`config.mk`:
```
export PLATFORM = sky130hd
export DESIGN_NAME = gasa_cell
export DESIGN_NICKNAME = d
export VERILOG_FILES = /design/src/rtl/gasa_pkg.sv /design/src/rtl/gasa_cell.sv
export SDC_FILE = /design/constraint.sdc
export NUM_CORES = 1
export LEC_CHECK = 0
export ABC_CLOCK_PERIOD_IN_PS = 29800
export BUFFER_PORTS_ARGS = -buffer_cell sky130_fd_sc_hd__buf_2
export CAP_MARGIN = 10
export CORE_UTILIZATION = 55
export CTS_BUF_LIST = sky130_fd_sc_hd__clkbuf_8 sky130_fd_sc_hd__clkbuf_16
export DETAILED_ROUTE_END_ITERATION = 6
export GPL_TIMING_DRIVEN = 1
export PLACE_DENSITY = 0.85
export SETUP_SLACK_MARGIN = 0.5
export SYNTH_ARGS = -nofsm -noshare
export SYNTH_HDL_FRONTEND = slang
export SYNTH_SLANG_ARGS = --single-unit
export TNS_END_PERCENT = 5
```
`constraint.sdc`:
```
create_clock -name i_clk -period 29.8 [get_ports i_clk]
set_input_delay 4.47 -clock i_clk [delete_from_list [all_inputs] [get_ports i_clk]]
set_output_delay 4.47 -clock i_clk [all_outputs]
set_load 0.1 [all_outputs]
```
`src/rtl/gasa_pkg.sv`:
```
// Shared types, codes and score arithmetic for the global alignment score array.
// Depends on nothing; every other file in rtl/ imports it.
`timescale 1ns / 1ps

package gasa_pkg;

    // Score as carried on the result port and inside every cell.
    localparam int SCORE_W = 20;
    // One add of a score and an 8-bit operand, with headroom for the clamp.
    localparam int SUM_W   = 22;

    typedef logic signed [SCORE_W-1:0] t_score;
    typedef logic signed [SUM_W-1:0]   t_sum;
    typedef logic signed [7:0]         t_weight;
    typedef logic [7:0]                t_symbol;

    localparam t_sum SUM_MAX = t_sum'(524287);
    localparam t_sum SUM_MIN = t_sum'(-524288);

    // Request type codes.
    localparam logic REQ_QUERY   = 1'b0;
    localparam logic REQ_SUBJECT = 1'b1;

    // Configuration register indexes.
    localparam logic [1:0] CFG_MATCH    = 2'd0;
    localparam logic [1:0] CFG_MISMATCH = 2'd1;
    localparam logic [1:0] CFG_GAP      = 2'd2;

    // Result status codes.
    localparam logic [1:0] STATUS_OK    = 2'd0;
    localparam logic [1:0] STATUS_SAT   = 2'd1;
    localparam logic [1:0] STATUS_LONG  = 2'd2;

    // Scoring weights broadcast to all cells.
    typedef struct packed {
        t_weight match_score;
        t_weight mismatch_score;
        t_weight gap_score;
    } t_cfg;

    // Wavefront token passed from cell to cell.
    // diag: previous column value of the row above (or its rebuilt value).
    // up:   new column value of the row above.
    typedef struct packed {
        logic    valid;
        logic    start;
        t_symbol sym;
        t_score  diag;
        t_score  up;
        logic    sat;
    } t_token;

    // Clamp a wide sum into the score range.
    function automatic t_score clamp_score(input t_sum v);
        t_score r;
        if (v > SUM_MAX) begin
            r = t_score'(SUM_MAX);
        end else if (v < SUM_MIN) begin
            r = t_score'(SUM_MIN);
        end else begin
            r = t_score'(v);
        end
        return r;
    endfunction

    // True when the clamp above changes the value.
    function automatic logic is_clamped(input t_sum v);
        return (v > SUM_MAX) || (v < SUM_MIN);
    endfunction

endpackage

```
`src/rtl/gasa_cell.sv`:
```
// One row of the alignment matrix: holds one query symbol and one column score.
// Depends on gasa_pkg for the token, weight and clamp definitions.
`timescale 1ns / 1ps

module gasa_cell (
    input  logic              i_clk,
    input  logic              i_rst_n,
    input  logic              i_adv,
    input  logic              i_head,
    input  gasa_pkg::t_token  i_inj,
    input  gasa_pkg::t_token  i_prev,
    input  gasa_pkg::t_cfg    i_cfg,
    input  logic              i_shift,
    input  gasa_pkg::t_symbol i_sym_next,
    output gasa_pkg::t_symbol o_sym,
    output gasa_pkg::t_token  o_tok
);
    import gasa_pkg::*;

    t_symbol r_sym;
    t_score  r_col;
    t_token  r_tok;

    t_token  tok_in;
    t_sum    init_sum;
    t_score  left;
    t_sum    diag_sum;
    t_sum    left_sum;
    t_sum    up_sum;
    t_sum    best;
    t_score  cell_val;
    logic    cell_sat;

    // The head cell takes the injected token, all others take their neighbor's.
    assign tok_in = i_head ? i_inj : i_prev;

    // Cell update: rebuild the column entry on a new subject, then take the
    // best of the diagonal, left and upper moves.
    always_comb begin
        init_sum = t_sum'(tok_in.diag) + t_sum'(i_cfg.gap_score);
        left     = tok_in.start ? clamp_score(init_sum) : r_col;
        diag_sum = t_sum'(tok_in.diag)
                 + t_sum'((r_sym == tok_in.sym) ? i_cfg.match_score : i_cfg.mismatch_score);
        left_sum = t_sum'(left) + t_sum'(i_cfg.gap_score);
        up_sum   = t_sum'(tok_in.up) + t_sum'(i_cfg.gap_score);
        best     = diag_sum;
        if (left_sum > best) begin
            best = left_sum;
        end
        if (up_sum > best) begin
            best = up_sum;
        end
        cell_val = clamp_score(best);
        cell_sat = tok_in.sat | is_clamped(best) | (tok_in.start & is_clamped(init_sum));
    end

    // Query symbols shift toward the head; the token moves toward the tail.
    always_ff @(posedge i_clk) begin
        if (!i_rst_n) begin
            r_tok.valid <= 1'b0;
        end else if (i_adv) begin
            r_tok.valid <= tok_in.valid;
        end
        if (i_shift) begin
            r_sym <= i_sym_next;
        end
        if (i_adv) begin
            r_tok.start <= tok_in.start;
            r_tok.sym   <= tok_in.sym;
            r_tok.diag  <= left;
            r_tok.up    <= cell_val;
            r_tok.sat   <= cell_sat;
            if (tok_in.valid) begin
                r_col <= cell_val;
            end
        end
    end

    assign o_sym = r_sym;
    assign o_tok = r_tok;

endmodule

```
==> run_results.csv <==
group,metric,value,unit
outcome,status,"finished, final reports clean",
floorplan,rows,45,
cts,root_buffer,"clkbuf_16",
worst_setup_path,worst_path_largest_cell_delay,780,ps
floorplan,start_util,0.5699,
cts,hold_buffers,0,
yosys,synth_warnings,0,
yosys,ys_seq_elements,79,
route,drt_iter0_markers,657,
timing,final.min_clock_period,16160,ps
cts,clock_sinks,79,
route,antenna_left,0,
route,drtPass1Iterations,5,
cts,clk_latency,350,ps
power,ir_drop,0.07537,mV
timing,finalSetupViolCount,0,
yosys,synth_area_per_cell,9.073,µm²
cts,cts_buffers,9,
placement,dp_hpwl,19030,µm
yosys,async_flop_share,0,
placement,placedCellCount,1357,
placement,dpl-instance-area,9972,µm²
layout,finalInstanceArea,10270,µm²
worst_setup_path,arrival,16210,ps
grt,grt_max_degree,54,
grt,antenna_found_initial,0,
worst_setup_path,endpoint,"r_col[11]",
yosys,synth_ff_type,"edfxtp_1",
layout,diodes,0,
timing,tightest_slew,1017,ps
worst_setup_path,startpoint_type,"primary input",
route,wl,24040,µm
grt,grt_usage,0.2937,
worst_setup_path,r2r-end,"r_col[11]",
worst_setup_path,cp_max_fo,51,
grt,grt_overflow,0,
yosys,synth_fa_ha_area_frac,0.1854,
yosys,synth_edf_count,78,
cts,clockBufferDepth,2,
yosys,yosys.cell_types.count,67,
route,route.detailed.drc,0,
grt,grt_first_pass_wirelength,37850,µm
timing,drv_slew,0,
yosys,syn_area,8792,µm²
timing,hold_viol,0,
floorplan,ios,198,
yosys,synth_top_family_by_area,"compound AO/OA/AOI/OAI gates",
timing,tns,0,ps
timing,fin_crit_sh,0.5423,
layout,num-fill-cells,1259,
cts,postCtsSetupRepairBufs,0,
layout,nets,1423,
placement,port_buffers,197,
cts,clk_pin_slew,60,ps
power,pwr_density_cell,105.8,nW/µm²
floorplan,fp.dieW,128.4,µm
yosys,synthCells,969,
cts,cts_tree,"done",
power,power_leakage,0.004681,µW
route,vias_per_cell,6.052,
cts,ctsResizeCount,0,
worst_setup_path,cp.required,29850,ps
worst_setup_path,worst-setup-path-type,"primary input to flip-flop",
worst_setup_path,end_kind,"flip-flop",
timing,rsz0062_at_grt,"no",
floorplan,core,15430,µm²
floorplan,dieArea,16500,µm²
layout,area_growth,16.86,%
yosys,synthSimpleGateAreaFrac,0.1267,
timing,relSlewSlack,0.3187,
timing,fmax,61.88,MHz
yosys,synth_compound_area_frac,0.2270,
layout,instances_no_fill,1373,
hold_path,hold_path.class,"flip-flop to flip-flop",
route,num_vias,8309,
layout,utilization,0.6660,
layout,final_cell_mix,"buf_2, ha_1, a21oi_1",
yosys,synthMuxAreaShare,0.09108,
worst_setup_path,critPathSlowestCell,"a2bb2oi_1",
yosys,ys_seq_area_frac,0.2687,
yosys,syn-num-nets,1235,
cts,cts.htree.levels,3,
route,wl_per_cell,17.51,µm
layout,drive_above_1_share,0.2496,
layout,final_common_cell,"buf_2",
placement,place.gp.congestion,0.9754,
floorplan,dieHeight,128.4,µm
yosys,synth_xor_area_frac,0.06873,
run,max-cap-violations,0,
grt,grt_pass1_vias,7646,
timing,fin_skew,6.073,ps
worst_setup_path,rr_startpoint,"o_sym[5]",
worst_setup_path,r2r_setup_slack,20310,ps
worst_setup_path,startpoint,"i_head",
worst_setup_path,rr_worst_depth,33,
[synthesized netlist by cell type, types with 12 or more instances]
cell,n,area (µm²)
a211oi_1,13,97.59
a21o_1,42,315.3
a21oi_1,89,445.4
clkbuf_1,18,67.56
edfxtp_1,78,2342
ha_1,123,1539
inv_1,42,157.7
mux2_2,56,630.6
mux2i_1,17,170.2
nand2_1,61,229.0
nand3_1,13,65.06
nand4_1,12,75.07
nor2_1,76,285.3
nor2b_1,15,93.84
o21a_1,20,150.1
o21ai_0,76,380.4
xnor2_1,41,359.1
xor2_1,28,245.2
[per-layer routing]
layer  wire (µm)  global-route usage
met4         529             0.09550
met5           0                   0
met1       10450              0.3923
met3        1933             0.04574
met2       11130              0.4871
[cell families (layout without fill, tap and decap cells)]
kind of cell | count (synthesis) | count (layout)
compound gates | 315 | 315
xor+xnor | 69 | 69
fa+ha+maj | 128 | 128
buf+inv | 70 | 263
flops | 79 | 79
mux | 73 | 73
simple gates | 235 | 235
[worst min path at each step]
stage          slack [ps]  cells after the start      start         to
2_1_floorplan         540                      2   r_col[0]  o_tok[21]
3_3_place_gp          480                      1  o_tok[50]  o_tok[50]
3_5_place_dp          510                      1  o_tok[50]  o_tok[50]
4_1_cts               530                      1  o_tok[50]  o_tok[50]
5_1_grt               550                      1  o_tok[50]  o_tok[50]
6_report              520                      1  o_tok[50]  o_tok[50]
[worst max-delay path: cells and delay by family]
kind                       cells  cell delay, ps
AOI/OAI and AO/OA             20            5630
adders and majority gates      6            2160
and+or+nand+nor               10            2120
buffers and inverters          4             910
muxes                          2             650
xor gates and xnor gates       1             170
[report_power, final]
part	leakage [µW]	total, µW	internal (µW)	switching (µW)
clock	0.000147	114	65.8	48.0
sequential	0.000756	210	195	14.7
combinational	0.00378	764	239	525
[area by class of cell]
cell class | instances | area, µm² | share of cell area
multi-input combinational | 820 | 6150 | 0.5985
sequential | 79 | 2362 | 0.2299
timing repair buffer | 203 | 1031 | 0.1003
tap | 211 | 264.0 | 0.02569
clock buffer | 9 | 225.2 | 0.02192
inverter | 44 | 165.2 | 0.01607
clock inverter | 7 | 77.57 | 0.007550
[flip-flops by register name, summed over array words and instances, names as in the netlist]
name / count
r_col: 20
o_sym: 8
o_tok: 51
[stage by stage]
step	power, µW	setup WS, ps	hold slack, ps
after floorplan	807.7	15690	537.2
after global placement	931.1	14250	476.3
after detailed placement	955.3	13710	511.1
after CTS	1072	13980	526.4
after global routing	1156	12640	547.3
final	1087	13640	517.9
Note: power is estimated with default switching activity, not from simulation.
