===== src/rtl/gasa_pkg.sv =====
// Shared types, codes and score arithmetic for the global alignment score array.
// Depends on nothing; every other file in rtl/ imports it.
`timescale 1ns / 1ps

package gasa_pkg;

    // Score as carried on the result port and inside every cell.
    localparam int SCORE_W = 20;
    // One add of a score and an 8-bit operand, with headroom for the clamp.
    localparam int SUM_W   = 22;

    typedef logic signed [SCORE_W-1:0] t_score;
    typedef logic signed [SUM_W-1:0]   t_sum;
    typedef logic signed [7:0]         t_weight;
    typedef logic [7:0]                t_symbol;

    localparam t_sum SUM_MAX = t_sum'(524287);
    localparam t_sum SUM_MIN = t_sum'(-524288);

    // Request type codes.
    localparam logic REQ_QUERY   = 1'b0;
    localparam logic REQ_SUBJECT = 1'b1;

    // Configuration register indexes.
    localparam logic [1:0] CFG_MATCH    = 2'd0;
    localparam logic [1:0] CFG_MISMATCH = 2'd1;
    localparam logic [1:0] CFG_GAP      = 2'd2;

    // Result status codes.
    localparam logic [1:0] STATUS_OK    = 2'd0;
    localparam logic [1:0] STATUS_SAT   = 2'd1;
    localparam logic [1:0] STATUS_LONG  = 2'd2;

    // Scoring weights broadcast to all cells.
    typedef struct packed {
        t_weight match_score;
        t_weight mismatch_score;
        t_weight gap_score;
    } t_cfg;

    // Wavefront token passed from cell to cell.
    // diag: previous column value of the row above (or its rebuilt value).
    // up:   new column value of the row above.
    typedef struct packed {
        logic    valid;
        logic    start;
        t_symbol sym;
        t_score  diag;
        t_score  up;
        logic    sat;
    } t_token;

    // Clamp a wide sum into the score range.
    function automatic t_score clamp_score(input t_sum v);
        t_score r;
        if (v > SUM_MAX) begin
            r = t_score'(SUM_MAX);
        end else if (v < SUM_MIN) begin
            r = t_score'(SUM_MIN);
        end else begin
            r = t_score'(v);
        end
        return r;
    endfunction

    // True when the clamp above changes the value.
    function automatic logic is_clamped(input t_sum v);
        return (v > SUM_MAX) || (v < SUM_MIN);
    endfunction

endpackage


===== src/rtl/gasa_ctrl.sv =====
// Control for the score array: configuration registers, query length, row-0
// boundary, token injection and the result register. Depends on gasa_pkg.
`timescale 1ns / 1ps

module gasa_ctrl #(
    parameter int MAX_QUERY_LEN = 256,
    parameter int LEN_W         = 9
) (
    input  logic              i_clk,
    input  logic              i_rst_n,
    input  logic              i_cfg_wr_en,
    input  logic [1:0]        i_cfg_index,
    input  logic [7:0]        i_cfg_data,
    input  logic              i_in_valid,
    output logic              o_in_ready,
    input  logic              i_req_type,
    input  logic              i_restart,
    input  gasa_pkg::t_symbol i_symbol,
    output logic              o_out_valid,
    input  logic              i_out_ready,
    output gasa_pkg::t_score  o_score,
    output logic [1:0]        o_status,
    output gasa_pkg::t_cfg    o_cfg,
    output logic [LEN_W-1:0]  o_len,
    output logic              o_shift,
    output gasa_pkg::t_token  o_inj,
    output logic              o_adv,
    input  gasa_pkg::t_token  i_tail
);
    import gasa_pkg::*;

    t_cfg             r_cfg;
    logic [LEN_W-1:0] r_len;
    logic             r_too_long;
    logic             r_live;
    logic             r_sat;
    t_score           r_top;
    logic             r_busy;
    t_token           r_inj;
    logic             r_pend;
    t_score           r_pend_score;
    logic             r_out_valid;
    t_score           r_score;
    logic [1:0]       r_status;

    logic             accept;
    logic             acc_query;
    logic             acc_subject;
    logic [LEN_W-1:0] len_base;
    logic             has_room;
    logic             start;
    t_score           diag0;
    t_sum             top_sum;
    t_score           new_top;
    logic             cand_valid;
    t_score           cand_score;
    logic             cand_sat;
    logic             load;

    assign o_in_ready  = !r_busy;
    assign accept      = i_in_valid && !r_busy;
    assign acc_query   = accept && (i_req_type == REQ_QUERY);
    assign acc_subject = accept && (i_req_type == REQ_SUBJECT);

    // Query loading: a restart empties the query before the symbol is stored.
    assign len_base = i_restart ? '0 : r_len;
    assign has_room = len_base < LEN_W'(MAX_QUERY_LEN);
    assign o_shift  = acc_query && has_room;

    // Row-0 boundary step; a new subject begins from a zero corner.
    assign start   = i_restart || !r_live;
    assign diag0   = start ? '0 : r_top;
    assign top_sum = t_sum'(diag0) + t_sum'(r_cfg.gap_score);
    assign new_top = clamp_score(top_sum);

    // Result source: the tail of the chain, or the boundary for an empty query.
    assign cand_valid = r_pend || i_tail.valid;
    assign cand_score = r_pend ? r_pend_score : i_tail.up;
    assign cand_sat   = r_sat | (i_tail.valid & i_tail.sat);
    assign load       = cand_valid && (!r_out_valid || i_out_ready);
    assign o_adv      = !(i_tail.valid && !load);

    // Configuration, sequencing and result register.
    always_ff @(posedge i_clk) begin
        if (!i_rst_n) begin
            r_cfg.match_score    <= t_weight'(1);
            r_cfg.mismatch_score <= t_weight'(-1);
            r_cfg.gap_score      <= t_weight'(-1);
            r_len                <= '0;
            r_too_long           <= 1'b0;
            r_live               <= 1'b0;
            r_sat                <= 1'b0;
            r_top                <= '0;
            r_busy               <= 1'b0;
            r_inj.valid          <= 1'b0;
            r_pend               <= 1'b0;
            r_out_valid          <= 1'b0;
        end else begin
            r_inj.valid <= 1'b0;

            if (i_cfg_wr_en) begin
                case (i_cfg_index)
                    CFG_MATCH:    r_cfg.match_score    <= t_weight'(i_cfg_data);
                    CFG_MISMATCH: r_cfg.mismatch_score <= t_weight'(i_cfg_data);
                    CFG_GAP:      r_cfg.gap_score      <= t_weight'(i_cfg_data);
                    default: begin
                    end
                endcase
            end

            if (acc_query) begin
                r_live <= 1'b0;
                if (has_room) begin
                    r_len      <= len_base + LEN_W'(1);
                    r_too_long <= i_restart ? 1'b0 : r_too_long;
                end else begin
                    r_len      <= len_base;
                    r_too_long <= 1'b1;
                end
            end

            if (acc_subject) begin
                r_live <= 1'b1;
                r_top  <= new_top;
                r_sat  <= (start ? 1'b0 : r_sat) | is_clamped(top_sum);
                r_busy <= 1'b1;
                if (r_len == '0) begin
                    r_pend       <= 1'b1;
                    r_pend_score <= new_top;
                end else begin
                    r_inj.valid <= 1'b1;
                    r_inj.start <= start;
                    r_inj.sym   <= i_symbol;
                    r_inj.diag  <= diag0;
                    r_inj.up    <= new_top;
                    r_inj.sat   <= 1'b0;
                end
            end

            if (load) begin
                r_out_valid <= 1'b1;
                r_score     <= cand_score;
                r_status    <= r_too_long ? STATUS_LONG : (cand_sat ? STATUS_SAT : STATUS_OK);
                r_sat       <= cand_sat;
                r_pend      <= 1'b0;
                r_busy      <= 1'b0;
            end else if (i_out_ready) begin
                r_out_valid <= 1'b0;
            end
        end
    end

    assign o_out_valid = r_out_valid;
    assign o_score     = r_score;
    assign o_status    = r_status;
    assign o_cfg       = r_cfg;
    assign o_len       = r_len;
    assign o_inj       = r_inj;

endmodule


===== config.mk =====
export PLATFORM = sky130hd
export DESIGN_NAME = gasa_ctrl
export DESIGN_NICKNAME = d
export VERILOG_FILES = /design/src/rtl/gasa_pkg.sv /design/src/rtl/gasa_ctrl.sv
export SDC_FILE = /design/constraint.sdc
export NUM_CORES = 1
export LEC_CHECK = 0
export BUFFER_PORTS_ARGS = -buffer_cell sky130_fd_sc_hd__buf_2
export CORE_ASPECT_RATIO = 0.9
export CORE_MARGIN = 1.5
export CORE_UTILIZATION = 56
export DETAILED_ROUTE_END_ITERATION = 12
export GPL_ROUTABILITY_DRIVEN = 0
export PLACE_DENSITY = 0.9
export SETUP_SLACK_MARGIN = 0.05
export SLEW_MARGIN = 20
export SYNTH_ARGS = -nofsm -noshare
export SYNTH_HDL_FRONTEND = slang
export SYNTH_SLANG_ARGS = --single-unit

===== constraint.sdc =====
create_clock -name i_clk -period 6.3 [get_ports i_clk]
set_input_delay 0.945 -clock i_clk [delete_from_list [all_inputs] [get_ports i_clk]]
set_output_delay 0.945 -clock i_clk [all_outputs]
set_load 0.05 [all_outputs]

==> impl_metrics.env <==
export IMPL_die_h_um=107
export IMPL_seq_area_frac_synth_pct=58.8
export IMPL_grt_most_used_layer="met2"
export IMPL_cts_buffer_depth=2
export IMPL_rows=37
export IMPL_start_util_pct=58.0
export IMPL_postCtsSetupRepairBufs=0
export IMPL_cts_hold_buf=0
export IMPL_avgSynthCellArea_um2=11.2
export IMPL_die_x_um=118
export IMPL_drt_iter0_markers=494
export IMPL_report_final_slew_viol_count=0
export IMPL_rsz0062_at_grt="no"
export IMPL_h_tree_depth=4
export IMPL_min_path_cells=0
export IMPL_core_area_um2=11500
export IMPL_async_reset_ff_share_pct=0
export IMPL_power_leakage_nw=3.44
export IMPL_final_common_cell="buf_2"
export IMPL_netlist_instances=597
export IMPL_drt_first_pass_iters=5
export IMPL_cts_root_buf="clkbuf_16"
export IMPL_grtUsageMet2_pct=43.3
export IMPL_fin_nets=844
export IMPL_port_buffers=155
export IMPL_whs_ns=0.472
export IMPL_cts_sinks=151
export IMPL_synth_flop_cell="edfxtp_1"
export IMPL_grtUsageMet3_pct=7.50
export IMPL_clk_latency_ns=0.44
export IMPL_p_clk_share_pct=41.6
export IMPL_holdCritPathClass="reg2reg"
export IMPL_grt_ovfl_total=0
export IMPL_cts_made_buffers=17
export IMPL_vdd_ir_drop_max_v=0.000166
export IMPL_fp_dieArea_um2=12600
export IMPL_combPwrFrac_pct=13.8
export IMPL_grt_pass1_wl_um=25100
export IMPL_synth_seq_cells=151
export IMPL_finalWirelength_um=16100
export IMPL_synth_cell_types=53
export IMPL_final_cells=915
export IMPL_endpoint_kind="flip-flop"
export IMPL_grt_pass1_vias=4980
export IMPL_met1_usage_pct=31.1
export IMPL_post_route_min_period_ns=4.47
export IMPL_swShare_pct=26.8
export IMPL_synth_edf_count=91
export IMPL_via_count=5312
export IMPL_layout_drive_gt1_share_pct=30.2
export IMPL_path_clk_slew_ns=0.06
export IMPL_vias_per_cell=5.81
export IMPL_switchingPower_mw=0.678
export IMPL_syn_to_final_growth_pct=22.2
export IMPL_cp_num_buf_inv=2
export IMPL_reg2reg_depth=9
export IMPL_dp_hpwl_um=10900
export IMPL_slowest_stage="a21o_1"
export IMPL_critPathKind="in2reg"
export IMPL_route_detailed_drc=0
export IMPL_max_stage_delay_ns=0.71
export IMPL_num_antenna_cells=0
export IMPL_grt_max_degree=50
export IMPL_p_per_area_nw_per_um2=310
export IMPL_fin_ws_ns=1.83
export IMPL_tritoncts="done"
export IMPL_cp_start_kind="primary input"
export IMPL_outcome="completed"
export IMPL_syn_area_um2=6690
export IMPL_grt_usage_pct=25.7
export IMPL_crit_fanout=22
export IMPL_tightestPinTransition_ns=0.937
export IMPL_finClkSkew_ns=0.0204
export IMPL_report_power_total_mw=2.54
export IMPL_finalCritPeriodShare_pct=71.0
export IMPL_setup_viol=0
export IMPL_cp_top_family="compound AO/OA/AOI/OAI gates"
export IMPL_cts_repair_resized=0
export IMPL_finalHoldViolCount=0
export IMPL_io_pins=186
export IMPL_wire_per_inst_um=17.6
export IMPL_slew_headroom_pct=37.6
export IMPL_final_cell_mix="buf_2 (155), edfxtp_1 (91), nand2_1 (64)"
export IMPL_crit_chain="buf_2, nor2b_1, buf_4, and2_1, ha_1, a21oi_1, nor2_1, a211oi_1, o41a_1, a221oi_2, a22oi_2, a21o_1, o22ai_2"
export IMPL_antenna_found_initial=0
export IMPL_path_depth=13
export IMPL_drv_cap=0
export IMPL_yosysWarnings=0
export IMPL_worstPathArrival_ns=4.74
export IMPL_fin_tns_setup_ns=0
export IMPL_intPower_mw=1.86
export IMPL_fmax_ghz=0.223
export IMPL_syn_num_nets=695
export IMPL_pwr_share_seq_pct=44.7
export IMPL_cp_data_required_time_ns=6.56
export IMPL_dp_slack_ns=1.55
export IMPL_dp_cells=883
export IMPL_ant_nets=0
==> sequential cells by signal, summed over array words and instances (netlist names) <==
signal	cells
o_inj	50
o_cfg	24
o_score	20
r_pend_score	20
r_top	20
o_len	9
o_status	2
o_out_valid	1
r_busy	1
r_live	1
r_pend	1
r_sat	1
r_too_long	1
==> Yosys cell counts, types with 7 or more instances <==
| master | count | area share, % |
|---|---|---|
| edfxtp_1 | 91 | 41 |
| nand2_1 | 64 | 3.6 |
| dfxtp_1 | 60 | 18 |
| nor2_1 | 57 | 3.2 |
| o21ai_0 | 38 | 2.8 |
| nand3_1 | 30 | 2.2 |
| a21oi_1 | 28 | 2.1 |
| and2_1 | 22 | 2.1 |
| ha_1 | 21 | 3.9 |
| mux2_2 | 21 | 3.5 |
| clkbuf_1 | 12 | 0.67 |
| buf_2 | 10 | 0.75 |
| o22ai_2 | 10 | 1.9 |
| xnor2_1 | 10 | 1.3 |
| mux2i_1 | 9 | 1.3 |
| nor2b_1 | 9 | 0.84 |
| and3_1 | 8 | 0.75 |
| inv_1 | 8 | 0.45 |
| nor3_1 | 8 | 0.60 |
| xor2_1 | 8 | 1.0 |
| nand2b_1 | 7 | 0.65 |
==> power by group through the flow <==
stage | combinational, mW | sequential [mW] | clock, mW
after floorplan | 0.191 | 1.21 | 0
final | 0.349 | 1.13 | 1.05
after detailed placement | 0.338 | 1.15 | 0
after CTS | 0.344 | 1.13 | 1.06
after global placement | 0.321 | 1.15 | 0
after global routing | 0.376 | 1.14 | 1.10
==> metal layers <==
metal / wire length [um] / vias to the layer above
met4: 417 / 0
met2: 7880 / 280
met3: 1320 / 56
li1: - / 2451
met1: 6490 / 2525
met5: 0 / -
==> kinds of logic (layout without fill, tap and decap cells) <==
family / Yosys count / count (layout) / share of synthesized area (%)
AO/OA/AOI/OAI: 112 / 112 / 11.0
XOR/XNOR: 18 / 18 / 2.36
adder cells (fa/ha/maj): 22 / 22 / 4.23
buffers and inverters: 38 / 200 / 2.58
flip-flops: 151 / 151 / 58.8
multiplexers: 30 / 30 / 4.88
other: 1 / 1 / 0.0561
AND/OR/NAND/NOR: 225 / 225 / 16.1
==> final cells by class <==
type | instances | area (um^2)
flip-flops and latches | 151 | 3940
fillers | 756 | 3350
multi-input cells | 408 | 2590
repair buffers | 159 | 806
clock buffers | 19 | 443
well taps | 156 | 195
clock inverters | 13 | 169
inverters | 9 | 33.8
==> metrics by stage <==
stage	util (%)	area, um^2
finish	70.9	8170
global route	70.9	8170
CTS	70.8	8160
detailed placement	65.5	7550
global placement	65.5	7550
floorplan	-	6690
==> worst paths after layout <==
| path | startpoint | to | slack [ns] |
|---|---|---|---|
| worst max-delay path | i_restart | r_top[13]$_SDFFE_PN0P_ | 1.83 |
| worst min-delay path | r_too_long$_SDFFE_PN0P_ | o_status[1]$_SDFFCE_PP1P_ | 0.47 |
| worst max register to register | o_cfg[7]$_SDFFE_PN1P_ | r_top[13]$_SDFFE_PN0P_ | 2.14 |
| worst min register to register | r_too_long$_SDFFE_PN0P_ | o_status[1]$_SDFFCE_PP1P_ | 0.47 |
(Power assumes the default switching activity.)
